==> src/hw/rtl/gwb_pkg.sv <==
// Shared constants, weight table, and controller/datapath interface types for the window blur.
`default_nettype none

package gwb_pkg;

  // Widths and channel count fixed by the port list, and the kernel size at reset
  localparam int unsigned FIELD_W   = 16;
  localparam int unsigned KS_W      = 4;
  localparam int unsigned KS_RESET  = 3;
  localparam int unsigned NUM_CH    = 4;

  // Defaults for the top-level parameters
  localparam int unsigned MAX_WINDOW_DEF   = 15;
  localparam int unsigned CHANNEL_BITS_DEF = 16;
  localparam int unsigned WEIGHT_BITS_DEF  = 16;

  // exp(-d/2) in Q1.24 for squared distance d = 0..TABLE_LEN-1
  localparam int unsigned TABLE_LEN  = 35;
  localparam int unsigned TABLE_FRAC = 24;
  localparam int unsigned WQ_W       = TABLE_FRAC + 2;

  localparam logic [TABLE_FRAC:0] GAUSS_Q24 [TABLE_LEN] = '{
    25'd16777216, 25'd10175896, 25'd6171993, 25'd3743503, 25'd2270549,
    25'd1377158,  25'd835288,   25'd506628,  25'd307285,  25'd186378,
    25'd113044,   25'd68565,    25'd41587,   25'd25224,   25'd15299,
    25'd9279,     25'd5628,     25'd3414,    25'd2070,    25'd1256,
    25'd762,      25'd462,      25'd280,     25'd170,     25'd103,
    25'd63,       25'd38,       25'd23,      25'd14,      25'd8,
    25'd5,        25'd3,        25'd2,       25'd1,       25'd1
  };

  // Controller to datapath commands
  typedef struct packed {
    logic capture;    // take the pixel and its weight, advance the window position
    logic mac;        // add weighted channels and weight into the sums
    logic div_start;  // move the sums into the dividers, clear the sums
    logic div_step;   // one quotient bit per lane
    logic out_load;   // move the quotients into the output register
  } gwb_cmd_t;

  // Datapath to controller status
  typedef struct packed {
    logic last_pixel; // the current window position is the final pixel
    logic div_done;   // the current divider step is the final one
  } gwb_sts_t;

  // Round half up from Q1.24 to Q0.wb and saturate to the largest code
  function automatic logic [TABLE_FRAC-1:0] gwb_weight(input logic [31:0] sq_dist,
                                                       input int unsigned wb);
    logic [WQ_W-1:0] t2;
    logic [WQ_W-1:0] w;
    logic [WQ_W-1:0] wmax;
    if (sq_dist >= 32'(TABLE_LEN)) begin
      return '0;
    end
    t2   = {GAUSS_Q24[sq_dist[5:0]], 1'b0};
    w    = ((t2 >> (TABLE_FRAC - wb)) + WQ_W'(1)) >> 1;
    wmax = (WQ_W'(1) << wb) - WQ_W'(1);
    if (w > wmax) begin
      w = wmax;
    end
    return w[TABLE_FRAC-1:0];
  endfunction

endpackage

`default_nettype wire

==> src/hw/rtl/gwb_ctrl.sv <==
// Sequencing state machine for the window blur: pixel capture, accumulate, divide, hand-off.
`default_nettype none

module gwb_ctrl (
  input  wire logic             clk_i,
  input  wire logic             rst_ni,
  input  wire logic             in_valid_i,
  output logic                  in_ready_o,
  output logic                  out_valid_o,
  input  wire logic             out_ready_i,
  input  wire gwb_pkg::gwb_sts_t sts_i,
  output gwb_pkg::gwb_cmd_t     cmd_o
);
  import gwb_pkg::*;

  typedef enum logic [4:0] {
    S_IDLE  = 5'b00001,
    S_MAC   = 5'b00010,
    S_START = 5'b00100,
    S_DIV   = 5'b01000,
    S_HOLD  = 5'b10000
  } state_e;

  state_e state_q, state_d;
  logic   last_q, last_d;
  logic   out_valid_q, out_valid_d;

  always_comb begin
    state_d    = state_q;
    last_d     = last_q;
    cmd_o      = '0;
    in_ready_o = 1'b0;
    case (state_q)
      S_IDLE: begin
        in_ready_o = 1'b1;
        if (in_valid_i) begin
          cmd_o.capture = 1'b1;
          last_d        = sts_i.last_pixel;
          state_d       = S_MAC;
        end
      end
      S_MAC: begin
        cmd_o.mac = 1'b1;
        state_d   = last_q ? S_START : S_IDLE;
      end
      S_START: begin
        cmd_o.div_start = 1'b1;
        state_d         = S_DIV;
      end
      S_DIV: begin
        cmd_o.div_step = 1'b1;
        if (sts_i.div_done) begin
          state_d = S_HOLD;
        end
      end
      S_HOLD: begin
        // wait for the output register to drain
        if (!out_valid_q || out_ready_i) begin
          cmd_o.out_load = 1'b1;
          state_d        = S_IDLE;
        end
      end
      default: begin
        state_d = S_IDLE;
      end
    endcase
  end

  always_comb begin
    out_valid_d = out_valid_q;
    if (cmd_o.out_load) begin
      out_valid_d = 1'b1;
    end else if (out_ready_i) begin
      out_valid_d = 1'b0;
    end
  end

  assign out_valid_o = out_valid_q;

  always_ff @(posedge clk_i or negedge rst_ni) begin
    if (!rst_ni) begin
      state_q     <= S_IDLE;
      last_q      <= 1'b0;
      out_valid_q <= 1'b0;
    end else begin
      state_q     <= state_d;
      last_q      <= last_d;
      out_valid_q <= out_valid_d;
    end
  end

  a_accept_then_mac : assert property (@(posedge clk_i) disable iff (!rst_ni)
    (in_valid_i && in_ready_o) |=> cmd_o.mac)
    else $error("accepted pixel not accumulated in the next cycle");

  a_mid_window_ready : assert property (@(posedge clk_i) disable iff (!rst_ni)
    (cmd_o.mac && !last_q) |=> in_ready_o)
    else $error("not ready for the next pixel inside a window");

  a_start_then_step : assert property (@(posedge clk_i) disable iff (!rst_ni)
    cmd_o.div_start |=> (cmd_o.div_step && !in_ready_o))
    else $error("divider not stepping after start");

endmodule

`default_nettype wire

==> src/hw/rtl/gwb_dpath.sv <==
// Datapath of the window blur: window position, weight lookup, accumulators, dividers, output.
`default_nettype none

module gwb_dpath #(
  parameter int unsigned MAX_WINDOW   = gwb_pkg::MAX_WINDOW_DEF,
  parameter int unsigned CHANNEL_BITS = gwb_pkg::CHANNEL_BITS_DEF,
  parameter int unsigned WEIGHT_BITS  = gwb_pkg::WEIGHT_BITS_DEF
) (
  input  wire logic                        clk_i,
  input  wire logic                        rst_ni,
  input  wire logic                        cfg_valid_i,
  input  wire logic [gwb_pkg::KS_W-1:0]    cfg_kernel_size_i,
  input  wire logic [gwb_pkg::FIELD_W-1:0] red_in_i,
  input  wire logic [gwb_pkg::FIELD_W-1:0] green_in_i,
  input  wire logic [gwb_pkg::FIELD_W-1:0] blue_in_i,
  input  wire logic [gwb_pkg::FIELD_W-1:0] fourth_in_i,
  input  wire gwb_pkg::gwb_cmd_t           cmd_i,
  output gwb_pkg::gwb_sts_t                sts_o,
  output logic [gwb_pkg::FIELD_W-1:0]      red_out_o,
  output logic [gwb_pkg::FIELD_W-1:0]      green_out_o,
  output logic [gwb_pkg::FIELD_W-1:0]      blue_out_o,
  output logic [gwb_pkg::FIELD_W-1:0]      fourth_out_o
);
  import gwb_pkg::*;

  localparam int unsigned KS_MAX   = (1 << KS_W) - 1;
  localparam int unsigned MAX_SIDE = (MAX_WINDOW < KS_MAX) ? MAX_WINDOW : KS_MAX;
  localparam int unsigned SIDE_W   = $clog2(MAX_SIDE + 1);
  localparam int unsigned SQ_W     = 2 * SIDE_W;
  localparam int unsigned D_W      = SQ_W + 1;
  localparam int unsigned CHW      = (CHANNEL_BITS < FIELD_W) ? CHANNEL_BITS : FIELD_W;
  localparam int unsigned WB       = WEIGHT_BITS;
  // Gaussian weights on the grid sum to under 2*pi times the peak, so three guard bits
  localparam int unsigned WT_W     = WB + 3;
  localparam int unsigned ACC_W    = CHW + WT_W;
  localparam int unsigned PROD_W   = CHW + WB;
  localparam int unsigned STEP_W   = $clog2(CHW);

  logic [KS_W-1:0]   ks_q;
  logic [SIDE_W-1:0] col_q, row_q;
  logic [SIDE_W-1:0] side, side_m1, half;
  logic [SIDE_W-1:0] dx, dy;
  logic [SQ_W-1:0]   sq_x, sq_y;
  logic [D_W-1:0]    sq_dist;
  logic [TABLE_FRAC-1:0] w_full;
  logic [WB-1:0]     w_q;
  logic [CHW-1:0]    pix_in [NUM_CH];
  logic [CHW-1:0]    pix_q  [NUM_CH];
  logic [PROD_W-1:0] prod   [NUM_CH];
  logic [ACC_W-1:0]  acc_q  [NUM_CH];
  logic [WT_W-1:0]   wt_q;
  logic [STEP_W-1:0] step_q;
  logic [WT_W-1:0]   dv_q;
  logic [WT_W-1:0]   rem_q  [NUM_CH];
  logic [CHW-1:0]    lo_q   [NUM_CH];
  logic [WT_W:0]     trial  [NUM_CH];
  logic              ge     [NUM_CH];
  logic [WT_W-1:0]   rem_nx [NUM_CH];
  logic [CHW-1:0]    out_q  [NUM_CH];

  assign pix_in[0] = red_in_i[CHW-1:0];
  assign pix_in[1] = green_in_i[CHW-1:0];
  assign pix_in[2] = blue_in_i[CHW-1:0];
  assign pix_in[3] = fourth_in_i[CHW-1:0];

  // Effective side: zero acts as one, oversize clamps to the largest window
  always_comb begin
    if (ks_q == '0) begin
      side = SIDE_W'(1);
    end else if (ks_q > KS_W'(MAX_SIDE)) begin
      side = SIDE_W'(MAX_SIDE);
    end else begin
      side = ks_q[SIDE_W-1:0];
    end
  end

  assign side_m1 = side - SIDE_W'(1);
  assign half    = side >> 1;
  assign dx      = (col_q >= half) ? (col_q - half) : (half - col_q);
  assign dy      = (row_q >= half) ? (row_q - half) : (half - row_q);
  assign sq_x    = SQ_W'(dx) * SQ_W'(dx);
  assign sq_y    = SQ_W'(dy) * SQ_W'(dy);
  assign sq_dist = D_W'(sq_x) + D_W'(sq_y);
  assign w_full  = gwb_weight(32'(sq_dist), WB);

  assign sts_o.last_pixel = (col_q == side_m1) && (row_q == side_m1);
  assign sts_o.div_done   = (step_q == STEP_W'(CHW - 1));

  for (genvar i = 0; i < NUM_CH; i++) begin : g_lane
    assign prod[i]   = PROD_W'(w_q) * PROD_W'(pix_q[i]);
    // restoring division, one quotient bit per step
    assign trial[i]  = {rem_q[i], lo_q[i][CHW-1]};
    assign ge[i]     = (trial[i] >= {1'b0, dv_q});
    assign rem_nx[i] = ge[i] ? WT_W'(trial[i] - {1'b0, dv_q}) : trial[i][WT_W-1:0];
  end

  always_ff @(posedge clk_i or negedge rst_ni) begin
    if (!rst_ni) begin
      ks_q   <= KS_W'(KS_RESET);
      col_q  <= '0;
      row_q  <= '0;
      wt_q   <= '0;
      step_q <= '0;
      for (int i = 0; i < NUM_CH; i++) begin
        acc_q[i] <= '0;
      end
    end else begin
      if (cfg_valid_i) begin
        ks_q  <= cfg_kernel_size_i;
        col_q <= '0;
        row_q <= '0;
      end else if (cmd_i.capture) begin
        if (sts_o.last_pixel) begin
          col_q <= '0;
          row_q <= '0;
        end else if (col_q == side_m1) begin
          col_q <= '0;
          row_q <= row_q + SIDE_W'(1);
        end else begin
          col_q <= col_q + SIDE_W'(1);
        end
      end

      if (cfg_valid_i || cmd_i.div_start) begin
        wt_q <= '0;
        for (int i = 0; i < NUM_CH; i++) begin
          acc_q[i] <= '0;
        end
      end else if (cmd_i.mac) begin
        wt_q <= wt_q + WT_W'(w_q);
        for (int i = 0; i < NUM_CH; i++) begin
          acc_q[i] <= acc_q[i] + ACC_W'(prod[i]);
        end
      end

      if (cmd_i.div_start) begin
        step_q <= '0;
      end else if (cmd_i.div_step) begin
        step_q <= step_q + STEP_W'(1);
      end
    end
  end

  always_ff @(posedge clk_i) begin
    if (cmd_i.capture) begin
      w_q <= w_full[WB-1:0];
      for (int i = 0; i < NUM_CH; i++) begin
        pix_q[i] <= pix_in[i];
      end
    end
    if (cmd_i.div_start) begin
      dv_q <= wt_q;
      for (int i = 0; i < NUM_CH; i++) begin
        rem_q[i] <= acc_q[i][ACC_W-1:CHW];
        lo_q[i]  <= acc_q[i][CHW-1:0];
      end
    end else if (cmd_i.div_step) begin
      for (int i = 0; i < NUM_CH; i++) begin
        rem_q[i] <= rem_nx[i];
        lo_q[i]  <= {lo_q[i][CHW-2:0], ge[i]};
      end
    end
    if (cmd_i.out_load) begin
      for (int i = 0; i < NUM_CH; i++) begin
        out_q[i] <= (dv_q == '0) ? '0 : lo_q[i];
      end
    end
  end

  assign red_out_o    = FIELD_W'(out_q[0]);
  assign green_out_o  = FIELD_W'(out_q[1]);
  assign blue_out_o   = FIELD_W'(out_q[2]);
  assign fourth_out_o = FIELD_W'(out_q[3]);

  a_rem_below_divisor : assert property (@(posedge clk_i) disable iff (!rst_ni)
    cmd_i.div_step |-> ((rem_q[0] < dv_q) || (dv_q == '0)))
    else $error("divider remainder not below divisor");

  a_sums_cleared : assert property (@(posedge clk_i) disable iff (!rst_ni)
    cmd_i.div_start |=> (wt_q == '0))
    else $error("weight sum not cleared at divider start");

endmodule

`default_nettype wire

==> src/hw/rtl/gaussian_window_blur_unit.sv <==
// Top level of the Gaussian (sigma 1) window blur: handshakes, controller, datapath.
// Each pixel is captured with its weight lookup, then multiply-accumulated before the next is taken.
// After the last pixel of a window: an accumulate, a load into the dividers, one divider step per
//   result bit (CHANNEL_BITS, at most 16), and an output load once the output register is free.
// Pixels are not accepted from the end of a window until its result is loaded; the output register
//   lets the next window start while the result waits.
// Reset: kernel_size returns to 3, window position, sums and output valid are cleared.
`default_nettype none

module gaussian_window_blur_unit #(
  parameter int unsigned MAX_WINDOW   = gwb_pkg::MAX_WINDOW_DEF,
  parameter int unsigned CHANNEL_BITS = gwb_pkg::CHANNEL_BITS_DEF,
  parameter int unsigned WEIGHT_BITS  = gwb_pkg::WEIGHT_BITS_DEF
) (
  input  wire logic                        clk_i,
  input  wire logic                        rst_ni,
  // configuration write channel
  input  wire logic                        cfg_valid_i,
  output logic                             cfg_ready_o,
  input  wire logic [gwb_pkg::KS_W-1:0]    cfg_kernel_size_i,
  // pixel input channel
  input  wire logic                        in_valid_i,
  output logic                             in_ready_o,
  input  wire logic [gwb_pkg::FIELD_W-1:0] red_in_i,
  input  wire logic [gwb_pkg::FIELD_W-1:0] green_in_i,
  input  wire logic [gwb_pkg::FIELD_W-1:0] blue_in_i,
  input  wire logic [gwb_pkg::FIELD_W-1:0] fourth_in_i,
  // result channel
  output logic                             out_valid_o,
  input  wire logic                        out_ready_i,
  output logic [gwb_pkg::FIELD_W-1:0]      red_out_o,
  output logic [gwb_pkg::FIELD_W-1:0]      green_out_o,
  output logic [gwb_pkg::FIELD_W-1:0]      blue_out_o,
  output logic [gwb_pkg::FIELD_W-1:0]      fourth_out_o
);
  import gwb_pkg::*;

  gwb_cmd_t cmd;
  gwb_sts_t sts;

  // A configuration transaction restarts the window, dropping any partial sums,
  // so it is always taken.
  assign cfg_ready_o = 1'b1;

  // Controller: one pixel transaction per IDLE/MAC pair, then at the end of
  // the window a divider run and a hand-off into the output register.
  gwb_ctrl u_ctrl (
    .clk_i       (clk_i),
    .rst_ni      (rst_ni),
    .in_valid_i  (in_valid_i),
    .in_ready_o  (in_ready_o),
    .out_valid_o (out_valid_o),
    .out_ready_i (out_ready_i),
    .sts_i       (sts),
    .cmd_o       (cmd)
  );

  // Datapath: window position and weight table, four weighted-channel sums plus
  // the weight sum, four bit-serial dividers sharing the divisor, output register.
  gwb_dpath #(
    .MAX_WINDOW   (MAX_WINDOW),
    .CHANNEL_BITS (CHANNEL_BITS),
    .WEIGHT_BITS  (WEIGHT_BITS)
  ) u_dpath (
    .clk_i             (clk_i),
    .rst_ni            (rst_ni),
    .cfg_valid_i       (cfg_valid_i && cfg_ready_o),
    .cfg_kernel_size_i (cfg_kernel_size_i),
    .red_in_i          (red_in_i),
    .green_in_i        (green_in_i),
    .blue_in_i         (blue_in_i),
    .fourth_in_i       (fourth_in_i),
    .cmd_i             (cmd),
    .sts_o             (sts),
    .red_out_o         (red_out_o),
    .green_out_o       (green_out_o),
    .blue_out_o        (blue_out_o),
    .fourth_out_o      (fourth_out_o)
  );

endmodule

`default_nettype wire
==> config.mk <==
export PLATFORM = sky130hd
export DESIGN_NAME = gaussian_window_blur_unit
export DESIGN_NICKNAME = d
export VERILOG_FILES = /design/src/hw/rtl/gwb_pkg.sv /design/src/hw/rtl/gwb_ctrl.sv /design/src/hw/rtl/gwb_dpath.sv /design/src/hw/rtl/gaussian_window_blur_unit.sv
export SDC_FILE = /design/constraint.sdc
export NUM_CORES = 2
export LEC_CHECK = 0
export BUFFER_PORTS_ARGS = -buffer_cell sky130_fd_sc_hd__buf_2
export CAP_MARGIN = 25
export CELL_PAD_IN_SITES_DETAIL_PLACEMENT = 0
export CELL_PAD_IN_SITES_GLOBAL_PLACEMENT = 1
export CORE_ASPECT_RATIO = 1.2
export CORE_MARGIN = 4
export CORE_UTILIZATION = 55
export CTS_CLUSTER_SIZE = 12
export DETAILED_ROUTE_END_ITERATION = 8
export PLACE_DENSITY_LB_ADDON = 0.05
export SYNTH_ARGS = -nofsm -noshare
export SYNTH_HDL_FRONTEND = slang
export SYNTH_SLANG_ARGS = --single-unit
==> constraint.sdc <==
create_clock -name clk_i -period 19.8 [get_ports clk_i]
set_input_delay 1.98 -clock clk_i [delete_from_list [all_inputs] [get_ports clk_i]]
set_output_delay 1.98 -clock clk_i [all_outputs]
set_load 0.01 [all_outputs]
After elaboration in Yosys (flattened, before gate mapping):

Memories as Yosys holds them, arrays and structs flattened.
Cells that the tools add are included.

* output and inout bits: 67
* logic and storage cells: 152
* ROM bits: 1600
* memories: 5
* bits in registers: 217
* memory bits (writable): 268
* input bits: 73

* bitwise operators: 9
* magnitude comparators: 10
* multipliers: 6
* reductions and logical operators: 14
* multiplexer cells: 64
* eq/ne operators: 11
* $add $sub $neg: 19

Memories
* (name not given): depth 64, width 25, read ports 1, clocked after Yosys merged registers in 0, wr ports 0, line gwb_pkg.sv:56 `t2 = {GAUSS_Q24[sq_dist[5:0]], 1'b0};`
* u_dpath.rem_q: depth 4, width 19, read ports 4, clocked after Yosys merged registers in 0, wr ports 4, line gwb_dpath.sv:54 `logic [WT_W-1:0] rem_q [NUM_CH];`
* u_dpath.lo_q: depth 4, width 16, read ports 4, clocked after Yosys merged registers in 0, wr ports 4, line gwb_dpath.sv:55 `logic [CHW-1:0] lo_q [NUM_CH];`
* u_dpath.out_q: depth 4, width 16, read ports 4, clocked after Yosys merged registers in 0, wr ports 4, line gwb_dpath.sv:59 `logic [CHW-1:0] out_q [NUM_CH];`
* u_dpath.pix_q: depth 4, width 16, read ports 4, clocked after Yosys merged registers in 0, wr ports 4, line gwb_dpath.sv:48 `logic [CHW-1:0] pix_q [NUM_CH];`

Operators by type and width (number)
* two-way mux 140 bit: 2
* two-way mux 19 bit: 10
* two-way mux 16 bit: 11
* adder 35 x 32 -> 35 bit: 4
* multiplier 16 x 16 -> 32 bit: 4
* greater-or-equal comparator 20 x 19 -> 1 bit: 4
* subtractor 19 bit: 4
* two-way mux 4 bit: 14
* two-way mux 25 bit: 2
* one-hot mux 5 bit (5 select lines): 1
* two-way mux 1 bit: 20
* adder 18 x 1 -> 19 bit, second input constant: 1
* adder 19 x 16 -> 19 bit: 1
* zero test 19 bit: 1
* greater-than comparator 18 x 16 -> 1 bit, second input constant: 1
* multiplier 4 x 4 -> 8 bit: 2
* two-way mux 5 bit: 3
* adder 4 x 1 -> 4 bit, second input constant: 3
* adder 8 x 8 -> 9 bit: 1
* greater-or-equal comparator 9 x 6 -> 1 bit, second input constant: 1
* equality test 4 bit: 2
* greater-or-equal comparator 4 x 3 -> 1 bit: 2
* bitwise OR 1 bit: 8
* nonzero test 2 bit: 4
* other kinds (22): 27

Logic depth before layout (Yosys ltp):

* depth in word-level cells: 15
* mapped depth: 30
* mapped depth without buffers: 30

Modules after synthesis:

Synthesis repeated with hierarchy kept, for this count alone.

* cell total of the unflattened synthesis: 6645
* area, all modules: 62155.9 um2

By module, submodules not included
* gwb_dpath: area an instance 61770.5 um2, times used 1, cells an instance 6606, sequential area each 13480.4 um2
* gwb_ctrl: area an instance 374.1 um2, times used 1, cells an instance 37, sequential area each 176.4 um2
* gaussian_window_blur_unit: area an instance 11.3 um2, times used 1, cells an instance 2, sequential area each 0.0 um2

Worst setup path after synthesis:

Ideal clock, no wire load.

* path type: register -> register
* from: reg u_dpath.row_q[0]
* to: reg u_dpath.w_q[14], data pin
* setup slack: 13.209 ns
* clock period less this slack: 6.591 ns
* arrival: 6.434 ns
* data required time: 19.643 ns
* buffers on the path: 0
* cell stages (with the launch flop): 28
* library setup time: 0.157 ns
* cell sequence: dfrtp_1 inv_1 ha_1 inv_1 fa_1 a21o_1 a211o_1 mux2i_1 xnor2_1 nand2_1 fa_1 inv_1 fa_1 inv_1 fa_1 fa_1 inv_1 ha_1 inv_1 fa_1 nor2b_1 o21ai_0 nand2b_1 a31oi_1 nor4_1 nand2_1 or2_2 nor3_1

* cells in the longest elaborated chain, start to end: 12
* elaborated cells between the ends (all ways): 16
* classes of those cells: 4 x add/sub; 1 x mul; 3 x order compare; 6 x mux; 1 x bitwise; 1 x memory

RTL lines
* start, declared: line gwb_dpath.sv:40 `logic [SIDE_W-1:0] col_q, row_q;`
* start signal, assigned: line gwb_dpath.sv:118 `row_q <= row_q + SIDE_W'(1);`
* subtractor 3 x 4 -> 4 bit, or another cell as far along: line gwb_dpath.sv:80 `assign dy = (row_q >= half) ? (row_q - half) : (half - row_q);`
* two-way mux 4 bit (*): line gwb_dpath.sv:80
* multiplier 4 x 4 -> 8 bit (*): line gwb_dpath.sv:82 `assign sq_y = SQ_W'(dy) * SQ_W'(dy);`
* adder 8 x 8 -> 9 bit (*): line gwb_dpath.sv:83 `assign sq_dist = D_W'(sq_x) + D_W'(sq_y);`
* NOT 6 -> 7 bit (not written as such): line gwb_pkg.sv:56
* memory (64 x 25 bit)
* two-way mux 25 bit (not written as such) (2 in a row): line gwb_pkg.sv:56
* adder 18 x 1 -> 19 bit: line gwb_pkg.sv:57 `w = ((t2 >> (TABLE_FRAC - wb)) + WQ_W'(1)) >> 1;`
* greater-than comparator 18 x 16 -> 1 bit: line gwb_pkg.sv:59 `if (w > wmax) begin`
* two-way mux 16 bit: line gwb_pkg.sv:59
* two-way mux 16 bit (*): line gwb_pkg.sv:56
* end signal, assigned: line gwb_dpath.sv:146 `w_q <= w_full[WB-1:0];`
* end, declared: line gwb_dpath.sv:46 `logic [WB-1:0] w_q;`

Mark *: on every way between the ends. The rest lies on a longest branch, timed or not. The select of a mux whose other input is x is not followed.
A chain may end at the register's enable or synchronous reset.

Worst setup path after layout:

* from: reg u_dpath.w_q[10]
* to: reg u_dpath.acc_q[67] (netlist name)

* cells in the longest elaborated chain, start to end: 4

RTL lines
* multiplier 16 x 16 -> 32 bit: line gwb_dpath.sv:90 `assign prod[i] = PROD_W'(w_q) * PROD_W'(pix_q[i]);`
* adder 35 x 32 -> 35 bit: line gwb_dpath.sv:132 `acc_q[i] <= acc_q[i] + ACC_W'(prod[i]);`
* two-way mux 140 bit: line gwb_dpath.sv:129 `end else if (cmd_i.mac) begin`
* two-way mux 140 bit: line gwb_dpath.sv:124 `if (cfg_valid_i || cmd_i.div_start) begin`
* end signal, assigned by index: line gwb_dpath.sv:132
* end, declared: line gwb_dpath.sv:50 `logic [ACC_W-1:0] acc_q [NUM_CH];`

Every way passes these cells. The select of a mux whose other input is x is not followed.

==> impl_metrics.env <==
export IMPL_grt_max_degree=111
export IMPL_cts_inserted_buffers=58
export IMPL_die_h_microns=377.2
export IMPL_gr_usage_met3=0.03336
export IMPL_drtPass1Iterations=5
export IMPL_critPathRequiredTime_ns=20.32
export IMPL_startpoint="u_dpath.w_q[10]$_SDFFCE_PP0P_"
export IMPL_core_area_sq_um=112800
export IMPL_r2r_end="u_dpath.acc_q[67]$_DFFE_PN0P_"
export IMPL_arrival_ns=8.29
export IMPL_relSlewSlack=0.3344
export IMPL_path_clk_slew_ns=0.07
export IMPL_min_from="u_dpath.wt_q[9]$_DFFE_PN0P_"
export IMPL_ys_ff_latch=485
export IMPL_yosysMostFrequentCell="inv_1"
export IMPL_io_buffer_count=138
export IMPL_slew_violations=0
export IMPL_endpoint_kind="flip-flop"
export IMPL_finalHoldViolations=0
export IMPL_yosysSeqAreaShare=0.2185
export IMPL_drtIter0Drc=2663
export IMPL_period_needed_ns=7.772
export IMPL_finalNetCount=8294
export IMPL_initial_core_util=0.5538
export IMPL_synth_ff_type="edfxtp_1"
export IMPL_drc=0
export IMPL_dieArea_sq_um=119100
export IMPL_cp_common_cell="fa_1"
export IMPL_min_path_type="reg2reg"
export IMPL_dp_hpwl_microns=127800
export IMPL_use_met2=0.5083
export IMPL_post_cts_buffers=0
export IMPL_synth_nets=8323
export IMPL_yosys_top_cells_area="fa_1 (30%), edfxtp_1 (15%), ha_1 (11%)"
export IMPL_reg2reg_slack_ns=12.03
export IMPL_drive_gt1_frac=0.05177
export IMPL_syn_area_per_cell_sq_um=9.244
export IMPL_syn_inst=6760
export IMPL_track_usage=0.2934
export IMPL_io_pins=140
export IMPL_holdPathStages=0
export IMPL_synth_area_sq_um=62490
export IMPL_insertion_delay_ns=0.69
export IMPL_critPathMaxStageDelay_ns=0.86
export IMPL_top_usage_layer="met2"
export IMPL_critical_path_class="reg2reg"
export IMPL_avgRoutedWirePerCell_microns=20.46
export IMPL_vias=46140
export IMPL_grt_overflow_total=0
export IMPL_tightest_slew_ns=0.9916
export IMPL_root_buffer="clkbuf_16"
export IMPL_max_freq_mhz=128.7
export IMPL_clockBufferDepth=3
export IMPL_grtUsageMet1=0.3939
export IMPL_cts_max_level=2
export IMPL_ctsHoldBuffers=0
export IMPL_netlist_area_leader_share=0.2960
export IMPL_floorplan_rows=135
export IMPL_crit_family="adder cells"
export IMPL_rsz0062_at_grt="no"
export IMPL_startpoint_type="flip-flop"
export IMPL_synthTopCellsByCount="inv_1 (1293), nand2_1 (1171), fa_1 (924), ha_1 (566), and2_1 (334)"
export IMPL_tns_ns=0
export IMPL_area_delta_synth_final_pct=6.461
export IMPL_ys_types=87
export IMPL_cts_tree="yes"
export IMPL_maxCapViolations=0
export IMPL_path_buf_inv=5
export IMPL_die_w_microns=315.7
export IMPL_vias_per_cell=5.565
export IMPL_fin_crit_sh=0.3925
export IMPL_cts_resized_gates=0
export IMPL_antenna_found_initial=16
export IMPL_gp_congestion=0.8741
export IMPL_clock_skew_ns=0.02453
export IMPL_yosysTopAreaCell="fa_1"
export IMPL_critPathMaxFanout=33
export IMPL_yosys_warnings=0
export IMPL_setup_violations=0
export IMPL_r2r_cells=23
export IMPL_min_to="u_dpath.dv_q[9]$_DFFE_PP_"
export IMPL_status="finished, final reports clean"
export IMPL_grt_first_pass_wirelength_microns=271400
export IMPL_totalWireLength_microns=169600
export IMPL_cts_sinks=485
export IMPL_antenna_left=0
export IMPL_synth_edff_count=303
export IMPL_cp_cell_sequence="buf_4 > buf_4 > nand2_1 > fa_1 > inv_1 > fa_1 > inv_1 > fa_1 > fa_1 > inv_1 > fa_1 > fa_1 > ha_1 > nand3_1 > nor2_1 > a31oi_1 > nand4_1 > a311oi_1 > o211ai_1 > a41oi_1 > a31oi_1 > xnor2_1 > a21oi_1"
export IMPL_grt_pass1_vias=48310
export IMPL_crit_slowest_cell="a311oi_1"
export IMPL_synth_async_reset_ratio=0.3753
export IMPL_reg2reg_from="u_dpath.w_q[10]$_SDFFCE_PP0P_"
## logic make-up (layout without fill, tap and decap cells)
kind of cell	count (synthesis)	in the layout	synth area share
AOI/OAI and AO/OA	881	881	0.08868
xor gates and xnor gates	179	179	0.02509
adders and majority gates	1490	1490	0.4093
buffers and inverters	1585	1605	0.09563
DFF	485	485	0.2185
muxes	76	76	0.01235
other	1	5	0.00006001
and+or+nand+nor	2063	2063	0.1503
## routing by layer
metal  vias up  routed length (microns)
met5         -                        0
met4         0                     4812
li1      21140                        -
met1     23570                    71940
met2      1171                    84180
met3       261                     8691
## cell type report
class / instances / area [sq um]
Tap cell: 1507 / 1886
Timing Repair Buffer: 203 / 1234
Antenna cell: 4 / 10.01
Fill cell: 10200 / 46310
Multi-Input combinational cell: 4690 / 42930
Inverter: 1293 / 4858
Sequential cell: 485 / 13660
Clock buffer: 76 / 1600
Clock inverter: 33 / 355.3
## worst register-to-register path, stage by stage, from the launching register on
cell	delay (ns)
edfxtp_1	0.32
buf_4	0.40
buf_4	0.59
nand2_1	0.18
fa_1	0.56
inv_1	0.05
fa_1	0.52
inv_1	0.05
fa_1	0.47
fa_1	0.54
inv_1	0.05
fa_1	0.49
fa_1	0.41
ha_1	0.37
nand3_1	0.12
nor2_1	0.05
a31oi_1	0.27
nand4_1	0.19
a311oi_1	0.86
o211ai_1	0.36
a41oi_1	0.38
a31oi_1	0.15
xnor2_1	0.15
a21oi_1	0.08
## metrics by stage
step                  util  setup slack [ns]  area, sq um  hold WS [ns]  cells
detailed placement  0.5720             12.15        64540        0.4741   8177
global route        0.5895             11.69        66520        0.4899   8288
finish              0.5896             12.03        66530        0.4815   8291
floorplan                -             13.21        62490        0.4457   6760
CTS                 0.5893             12.11        66500        0.4846   8286
global placement    0.5718             12.20        64510        0.4718   8176
## layout by cell type, fill, tap and decap left out, drive strengths merged, types with 18 or more instances in the layout
cell type | Yosys | layout
mux2i | 67 | 67
a21oi | 275 | 275
or3 | 31 | 31
edfxtp | 303 | 303
a31oi | 37 | 37
clkbuf | 271 | 76
a21o | 100 | 100
nor3 | 58 | 58
fa | 924 | 924
nor2b | 93 | 93
o21ai | 241 | 241
inv | 1293 | 1297
clkinv | 0 | 19
buf | 21 | 203
a22o | 22 | 22
xnor2 | 109 | 109
xor2 | 70 | 70
ha | 566 | 566
nor2 | 200 | 200
a211oi | 34 | 34
nand3 | 62 | 62
a21boi | 21 | 21
o21a | 20 | 20
o21bai | 18 | 18
and2 | 334 | 334
nand2b | 27 | 27
and3 | 23 | 23
dfrtp | 179 | 179
nand2 | 1171 | 1171
## state kept, by name, indices dropped and copies added, names as in the netlist, 4 cells and up
signal and count:
u_dpath.rem_q 76, u_dpath.wt_q 19, u_dpath.out_q 64, u_dpath.acc_q 140, u_dpath.col_q 4, u_dpath.ks_q 4, u_dpath.row_q 4, u_ctrl.state_q 5
u_dpath.pix_q 64, u_dpath.w_q 16, u_dpath.step_q 4, u_dpath.lo_q 64, u_dpath.dv_q 19
## how the worst max path moves through the flow
stage,end,slack [ns],depth (start not counted)
final,u_dpath.acc_q[67]$_DFFE_PN0P_,12.03,23
after global placement,u_dpath.acc_q[67]$_DFFE_PN0P_,12.20,23
after detailed placement,u_dpath.acc_q[67]$_DFFE_PN0P_,12.15,23
after floorplan,u_dpath.w_q[14]$_SDFFCE_PP0P_,13.21,27
after CTS,u_dpath.acc_q[67]$_DFFE_PN0P_,12.11,23
after global routing,u_dpath.acc_q[67]$_DFFE_PN0P_,11.69,23
Power is not shown: default switching activity piles up to over one toggle a cycle in this logic, so the estimate is an artifact.
